--- config.mk ---
export PLATFORM = sky130hd
export DESIGN_NAME = front_middle_back_deque_flat
export DESIGN_NICKNAME = d
export VERILOG_FILES = /design/src/rtl/fmbd_pkg.sv /design/src/rtl/fmbd_req_if.sv /design/src/rtl/fmbd_rsp_if.sv /design/src/rtl/front_middle_back_deque.sv /design/src/flat_wrapper.sv
export SDC_FILE = /design/constraint.sdc
export NUM_CORES = 2
export LEC_CHECK = 0
export BUFFER_PORTS_ARGS = -buffer_cell sky130_fd_sc_hd__clkbuf_2
export CAP_MARGIN = 20
export CORE_ASPECT_RATIO = 0.9
export CORE_MARGIN = 2
export CORE_UTILIZATION = 60
export DETAILED_ROUTE_END_ITERATION = 10
export GPL_TIMING_DRIVEN = 0
export PLACE_DENSITY = 0.73
export SLEW_MARGIN = 10
export SYNTH_ARGS = -nofsm -noshare
export SYNTH_HDL_FRONTEND = slang
export SYNTH_SLANG_ARGS = --single-unit
export TNS_END_PERCENT = 10
--- constraint.sdc ---
create_clock -name clk -period 13.1 [get_ports clk]
set_input_delay 0.655 -clock clk [delete_from_list [all_inputs] [get_ports clk]]
set_output_delay 0.655 -clock clk [all_outputs]
set_load 0.1 [all_outputs]
--- src/rtl/fmbd_pkg.sv ---
// Package for the front/middle/back deque: field widths, operation and status codes.
// Used by the channel interfaces and by the top level; depends on nothing.
package fmbd_pkg;

    localparam int DEFAULT_CAPACITY = 16;
    localparam int OPCODE_W         = 3;
    localparam int DATA_W           = 32;
    localparam int STATUS_W         = 2;
    localparam int COUNT_W          = 5;

    typedef enum logic [OPCODE_W-1:0] {
        OP_PUSH_FRONT  = 3'd0,
        OP_PUSH_MIDDLE = 3'd1,
        OP_PUSH_BACK   = 3'd2,
        OP_POP_FRONT   = 3'd3,
        OP_POP_MIDDLE  = 3'd4,
        OP_POP_BACK    = 3'd5
    } opcode_t;

    typedef enum logic [STATUS_W-1:0] {
        ST_DONE  = 2'd0,
        ST_EMPTY = 2'd1,
        ST_FULL  = 2'd2
    } status_t;

endpackage

--- src/rtl/fmbd_req_if.sv ---
// Request channel of the deque: valid/ready handshake carrying opcode and push value.
// Depends on fmbd_pkg.
interface fmbd_req_if;
    import fmbd_pkg::*;

    logic                       valid;
    logic                       ready;
    logic [OPCODE_W-1:0]        opcode;
    logic signed [DATA_W-1:0]   push_value;

    modport source (output valid, output opcode, output push_value, input ready);
    modport sink   (input valid, input opcode, input push_value, output ready);
endinterface

--- src/rtl/fmbd_rsp_if.sv ---
// Response channel of the deque: valid/ready handshake carrying popped value,
// status and entry count. Depends on fmbd_pkg.
interface fmbd_rsp_if;
    import fmbd_pkg::*;

    logic                       valid;
    logic                       ready;
    logic signed [DATA_W-1:0]   pop_value;
    logic [STATUS_W-1:0]        status;
    logic [COUNT_W-1:0]         entry_count;

    modport source (output valid, output pop_value, output status, output entry_count,
                    input ready);
    modport sink   (input valid, input pop_value, input status, input entry_count,
                    output ready);
endinterface

--- src/rtl/front_middle_back_deque.sv ---
// Bounded deque of signed 32-bit values with push/pop at front, middle and back.
// Depends on fmbd_pkg, fmbd_req_if and fmbd_rsp_if.
//
//   Channel  Direction  Payload
//   req      sink       opcode, push_value
//   rsp      source     pop_value, status, entry_count
//
// One transaction per cycle: every cell of the register array shifts or holds in
// parallel, and the result is loaded into the response register on the same edge.
// A request is taken whenever the response register is empty or is being taken.
// Reset clears the entry count and the response valid flag; entries are not reset.
// A stall on rsp holds the response register and blocks req until it drains.
module front_middle_back_deque #(
    parameter int CAPACITY = fmbd_pkg::DEFAULT_CAPACITY
) (
    input  logic        clk,
    input  logic        rst_n,
    fmbd_req_if.sink    req,
    fmbd_rsp_if.source  rsp
);
    import fmbd_pkg::*;

    localparam int IDX_W = (CAPACITY > 1) ? $clog2(CAPACITY) : 1;
    localparam int CNT_W = $clog2(CAPACITY + 1);

    logic [DATA_W-1:0]  entries_reg  [CAPACITY];
    logic [DATA_W-1:0]  entries_next [CAPACITY];
    logic [CNT_W-1:0]   count_reg;
    logic [CNT_W-1:0]   count_next;

    logic                       rsp_valid_reg;
    logic [DATA_W-1:0]          pop_value_reg;
    logic [DATA_W-1:0]          pop_value_next;
    status_t                    status_reg;
    status_t                    status_next;
    logic [COUNT_W-1:0]         entry_count_reg;

    logic               req_fire;
    logic               is_full;
    logic               is_empty;
    logic               do_insert;
    logic               do_remove;
    logic [IDX_W-1:0]   pos;
    logic [CNT_W-1:0]   cnt_dec;
    logic [CNT_W-1:0]   cnt_half;
    logic [CNT_W-1:0]   cnt_dec_half;

    assign req.ready = !rsp_valid_reg || rsp.ready;
    assign req_fire  = req.valid && req.ready;

    assign is_full      = (count_reg == CNT_W'(CAPACITY));
    assign is_empty     = (count_reg == '0);
    assign cnt_dec      = count_reg - CNT_W'(1);
    assign cnt_half     = count_reg >> 1;
    assign cnt_dec_half = cnt_dec >> 1;

    always_comb
    begin
        do_insert   = 1'b0;
        do_remove   = 1'b0;
        pos         = '0;
        status_next = ST_DONE;
        case (opcode_t'(req.opcode))
            OP_PUSH_FRONT, OP_PUSH_MIDDLE, OP_PUSH_BACK:
            begin
                if (is_full)
                begin
                    status_next = ST_FULL;
                end
                else
                begin
                    do_insert = 1'b1;
                    if (opcode_t'(req.opcode) == OP_PUSH_MIDDLE)
                        pos = cnt_half[IDX_W-1:0];
                    else if (opcode_t'(req.opcode) == OP_PUSH_BACK)
                        pos = count_reg[IDX_W-1:0];
                end
            end
            OP_POP_FRONT, OP_POP_MIDDLE, OP_POP_BACK:
            begin
                if (is_empty)
                begin
                    status_next = ST_EMPTY;
                end
                else
                begin
                    do_remove = 1'b1;
                    if (opcode_t'(req.opcode) == OP_POP_MIDDLE)
                        pos = cnt_dec_half[IDX_W-1:0];
                    else if (opcode_t'(req.opcode) == OP_POP_BACK)
                        pos = cnt_dec[IDX_W-1:0];
                end
            end
            default:
            begin
                status_next = ST_DONE;
            end
        endcase
    end

    always_comb
    begin
        pop_value_next = '0;
        if (do_remove)
            pop_value_next = entries_reg[pos];
    end

    always_comb
    begin
        count_next = count_reg;
        if (do_insert)
            count_next = count_reg + CNT_W'(1);
        else if (do_remove)
            count_next = cnt_dec;
    end

    // Each cell picks its own value, the pushed value, its lower neighbor's or its upper neighbor's.
    for (genvar i = 0; i < CAPACITY; i++)
    begin : g_cell
        localparam logic [IDX_W-1:0] CELL = IDX_W'(i);

        always_comb
        begin
            entries_next[i] = entries_reg[i];
            if (do_insert)
            begin
                if (CELL == pos)
                    entries_next[i] = req.push_value;
                else if (CELL > pos)
                    entries_next[i] = entries_reg[(i > 0) ? i - 1 : 0];
            end
            else if (do_remove)
            begin
                if ((CELL >= pos) && (i < CAPACITY - 1))
                    entries_next[i] = entries_reg[(i < CAPACITY - 1) ? i + 1 : i];
            end
        end
    end

    always_ff @(posedge clk)
    begin
        if (req_fire)
            entries_reg <= entries_next;
    end

    always_ff @(posedge clk or negedge rst_n)
    begin
        if (!rst_n)
        begin
            count_reg     <= '0;
            rsp_valid_reg <= 1'b0;
        end
        else
        begin
            if (req_fire)
                count_reg <= count_next;
            if (req_fire)
                rsp_valid_reg <= 1'b1;
            else if (rsp.ready)
                rsp_valid_reg <= 1'b0;
        end
    end

    always_ff @(posedge clk)
    begin
        if (req_fire)
        begin
            pop_value_reg   <= pop_value_next;
            status_reg      <= status_next;
            entry_count_reg <= COUNT_W'(count_next);
        end
    end

    assign rsp.valid       = rsp_valid_reg;
    assign rsp.pop_value   = pop_value_reg;
    assign rsp.status      = status_reg;
    assign rsp.entry_count = entry_count_reg;

endmodule
--- src/flat_wrapper.sv ---
// flat-port wrapper written by rule: the top's interface ports become plain ports
module front_middle_back_deque_flat import fmbd_pkg::*;
#(
    parameter int CAPACITY = fmbd_pkg::DEFAULT_CAPACITY
)
  (clk, rst_n, req_valid, req_opcode, req_push_value, req_ready, rsp_valid, rsp_pop_value, rsp_status, rsp_entry_count, rsp_ready);
  fmbd_req_if req_i ();
  fmbd_rsp_if rsp_i ();
  input  logic clk;
  input  logic rst_n;
  input wire logic [$bits(req_i.valid)-1:0] req_valid;
  input wire logic [$bits(req_i.opcode)-1:0] req_opcode;
  input wire logic [$bits(req_i.push_value)-1:0] req_push_value;
  output wire logic [$bits(req_i.ready)-1:0] req_ready;
  output wire logic [$bits(rsp_i.valid)-1:0] rsp_valid;
  output wire logic [$bits(rsp_i.pop_value)-1:0] rsp_pop_value;
  output wire logic [$bits(rsp_i.status)-1:0] rsp_status;
  output wire logic [$bits(rsp_i.entry_count)-1:0] rsp_entry_count;
  input wire logic [$bits(rsp_i.ready)-1:0] rsp_ready;
  assign req_i.valid = req_valid;
  assign req_i.opcode = req_opcode;
  assign req_i.push_value = req_push_value;
  assign req_ready = req_i.ready;
  assign rsp_valid = rsp_i.valid;
  assign rsp_pop_value = rsp_i.pop_value;
  assign rsp_status = rsp_i.status;
  assign rsp_entry_count = rsp_i.entry_count;
  assign rsp_i.ready = rsp_ready;
  front_middle_back_deque #(.CAPACITY(CAPACITY)) u_core (.clk(clk), .rst_n(rst_n), .req(req_i), .rsp(rsp_i));
endmodule
==> run metrics <==
max reg flops 512; post-route cell area 36000 um2; die height 224 um; Hold Path Class input port to flip-flop; Post-synth EDFFs 551; final net count 3417; failing checks design-rule violations; XOR/XNOR Fraction of Synth Area 0.217%; leakage 12.4 nW; YS warnings 0; Root Driver clkbuf_16; Port Buf Inserts slightly below 80; Clock Latency Late Sink 0.66 ns; total power per unit cell area 186 nW/um2; num ports 80; GP Congestion just over 1; DRT iter0 DRCs between 6000 and 7000; CP cell instances clkbuf_1 > inv_1 > ha_1 > or4b_4 > buf_6 > and3_4 > nor2_4 > buf_4 > buf_6 > buf_4 > buf_2 > o21ai_0 > a21oi_4 > buf_16; dominant synthesized flop cell edfxtp_1; worst r2r src u_core.count_reg[1]; worst hold start req_valid; Fmax 0.205 GHz; Area Growth Syn to Fin 11.4%; CP peak stage delay 0.59 ns; Remaining Overflow, GRT 0; Post-DP Area 34200 um2; share of the synthesized area in the top cell type 51.2%; sequential-to-total area share from yosys stat 51.7%; Clock Skew between 0.02 and 0.025 ns; Worst R2R Setup Slack 8.22 ns; drt wl/cell 32.3 um; largest net degree at the start of global routing 30; main area contributors after synthesis edfxtp_1 51%, o211ai_1 11%, nand3_1 8.5%, nand2_1 6.1%, a2111oi_0 3.5%; first-pass GRT wire length 192 mm; full die area 55800 um2; peak supply drop between 0.0001 and 0.00015 V; setup tns final 0 ns; run status finished with violations; WP data required 13.45 ns; fraction of layout instances using a drive strength above 1 13.3%; #FFs+latches synth 557; Final min period 4.88 ns; all-layer global routing usage between 40% and 50%; main combinational cell family by area after synthesis compound AO/OA/AOI/OAI gates; DPL Wire Length roughly 100 mm; Synth Area in Simple Gates 19.4%; Reg2Reg Depth 14; total number of vias 31600; syn_area_per_cell 10.1 um2; crit path capture type flip-flop; crit-path max FO 19; core box area around 53000 um2; cell taking the most area after synthesis edfxtp_1; vias in the first global route between 20000 and 30000; DRC 9; Synth Instances 3209; clock sink total 557; Slew @ Worst Pin 1.30 ns; total routed wirelength 133 mm; Final Slew Violations 0; initial antenna violation count 1; Yosys cell types 69; r2r endpoint u_core.entries_reg[185]; Initial Util 60.8%; Synth Area in Compound Gates between 10% and 20%; DRT Pass-1 Iters 11; Critical-path top delay cell a21oi_4; crit start category flip-flop; Std-Cell Rows 80; Num CTS Buffers 57; CTS tree yes; Synth Cell Area 32300 um2; Slew HR 12.5%; Antenna Nets Post-Route 0; Final setup viols 0; setup ws final roughly 8 ns; mux contribution to synthesized area 3.44%; ANT cells 0; post-synth net total 3251; Die Wd between 200 and 250 um; post-synthesis adder-cell area fraction 0.116%; share of flip-flops with an asynchronous set or reset 1.08%; Critical Path AT around 5.2 ns; pre-CTS setup slack 8.46 ns; hold path cells 2; Final Hold Fails 0; Final Cycle Share 37.3%; routed vias/inst 7.68; postcts setup bufs 0; critical path type flip-flop to flip-flop; unrepaired setup endpoints after global routing false; total of max-cap violations 0; Endpoint, Worst Hold u_core.rsp.valid; H-tree depth 2; Clock Pin Slew Worst Setup and Hold Paths 0.06 ns; Clock Path Buffers 3
==> final cells by class <==
type / instances / area [um2]
fill: 4113 / 17100
sequential: 557 / 16700
multi-input combinational: 2272 / 14100
buffer: 376 / 1670
clock buffer: 71 / 1520
timing repair buffer: 107 / 923
tap: 697 / 872
clock inverter: 31 / 244
inverter: 4 / 15.0
==> logic make-up (layout without fill, tap and decap cells) <==
group	Yosys count	in the layout
compound gates	849	849
xor+xnor	8	8
fa+ha+maj	3	3
mux	99	99
simple gates	1313	1313
flops	557	557
buf+inv	380	589
==> stage by stage <==
step | std cells | utilization [%] | hold WS, ns | total power, mW
floorplan | 3209 | - | 0.359 | 4.02
global placement | 3984 | 63.2 | 0.488 | 4.83
detailed placement | 4007 | 64.3 | 0.491 | 4.94
CTS | 4110 | 67.7 | 0.218 | 6.54
global route | 4115 | 67.8 | 0.241 | 6.84
finish | 4115 | 67.8 | 0.229 | 6.72
==> synth_stat cells (all sizes together) (43+ instances only) <==
cell type	instances
a2111oi	128
o21ai	99
o211ai	519
nand3	549
mux2	98
clkbuf	224
nand2	525
nor2	43
buf	152
edfxtp	551
a21oi	47
and3	130
==> worst max-delay path by stage <==
| stage | startpoint | end | slack, ns | depth (start not counted) |
|---|---|---|---|---|
| after CTS | u_core.count_reg[1] | u_core.entries_reg[439] | 8.44 | 13 |
| final | u_core.count_reg[1] | u_core.entries_reg[185] | 8.22 | 14 |
| after detailed placement | u_core.count_reg[1] | u_core.entries_reg[442] | 8.46 | 13 |
| after global routing | u_core.count_reg[1] | u_core.entries_reg[444] | 8.15 | 13 |
| after global placement | rsp_ready | u_core.entries_reg[443] | 3.72 | 8 |
| after floorplan | u_core.rsp.valid | u_core.entries_reg[416] | 6.20 | 7 |
==> repair_timing <==
action / CTS / global route
hold buffers: 1 / 0
endpoints found under the hold margin: 6 / 0
gates resized for setup: 0 / 0
==> layer usage <==
layer  up-vias  GRT usage, %  part of all wire (%)
li1      12900             -                     -
met1     14900          59.7                    34
met2      3143          67.2                    41
met3       695          10.9                    14
met4         2          39.6                    10
met5         -             0                0.0098
==> critical path, delay by kind of cell (launching register included) <==
family          cells  cell delay (ns)
simple gates        3             1.03
fa+ha+maj           1             0.21
compound gates      2             0.84
buf+inv             8             2.07
flops               1             0.39
==> placed cells by master (no fill, tap or decap), types with 59 or more instances in the layout <==
master,count
edfxtp_1,551
nand3_1,549
nand2_1,523
o211ai_1,488
clkbuf_1,228
and3_1,129
a2111oi_0,128
buf_2,98
o21ai_0,98
clkbuf_2,86
mux2_2,68
clkbuf_16,59
==> power by group <==
group | switching [mW] | leakage, nW | internal, mW
Combinational | 1.90 | 6.31 | 0.722
Sequential | 0.165 | 5.20 | 2.30
Clock | 0.744 | 0.867 | 0.894
(Power assumes the default switching activity.)
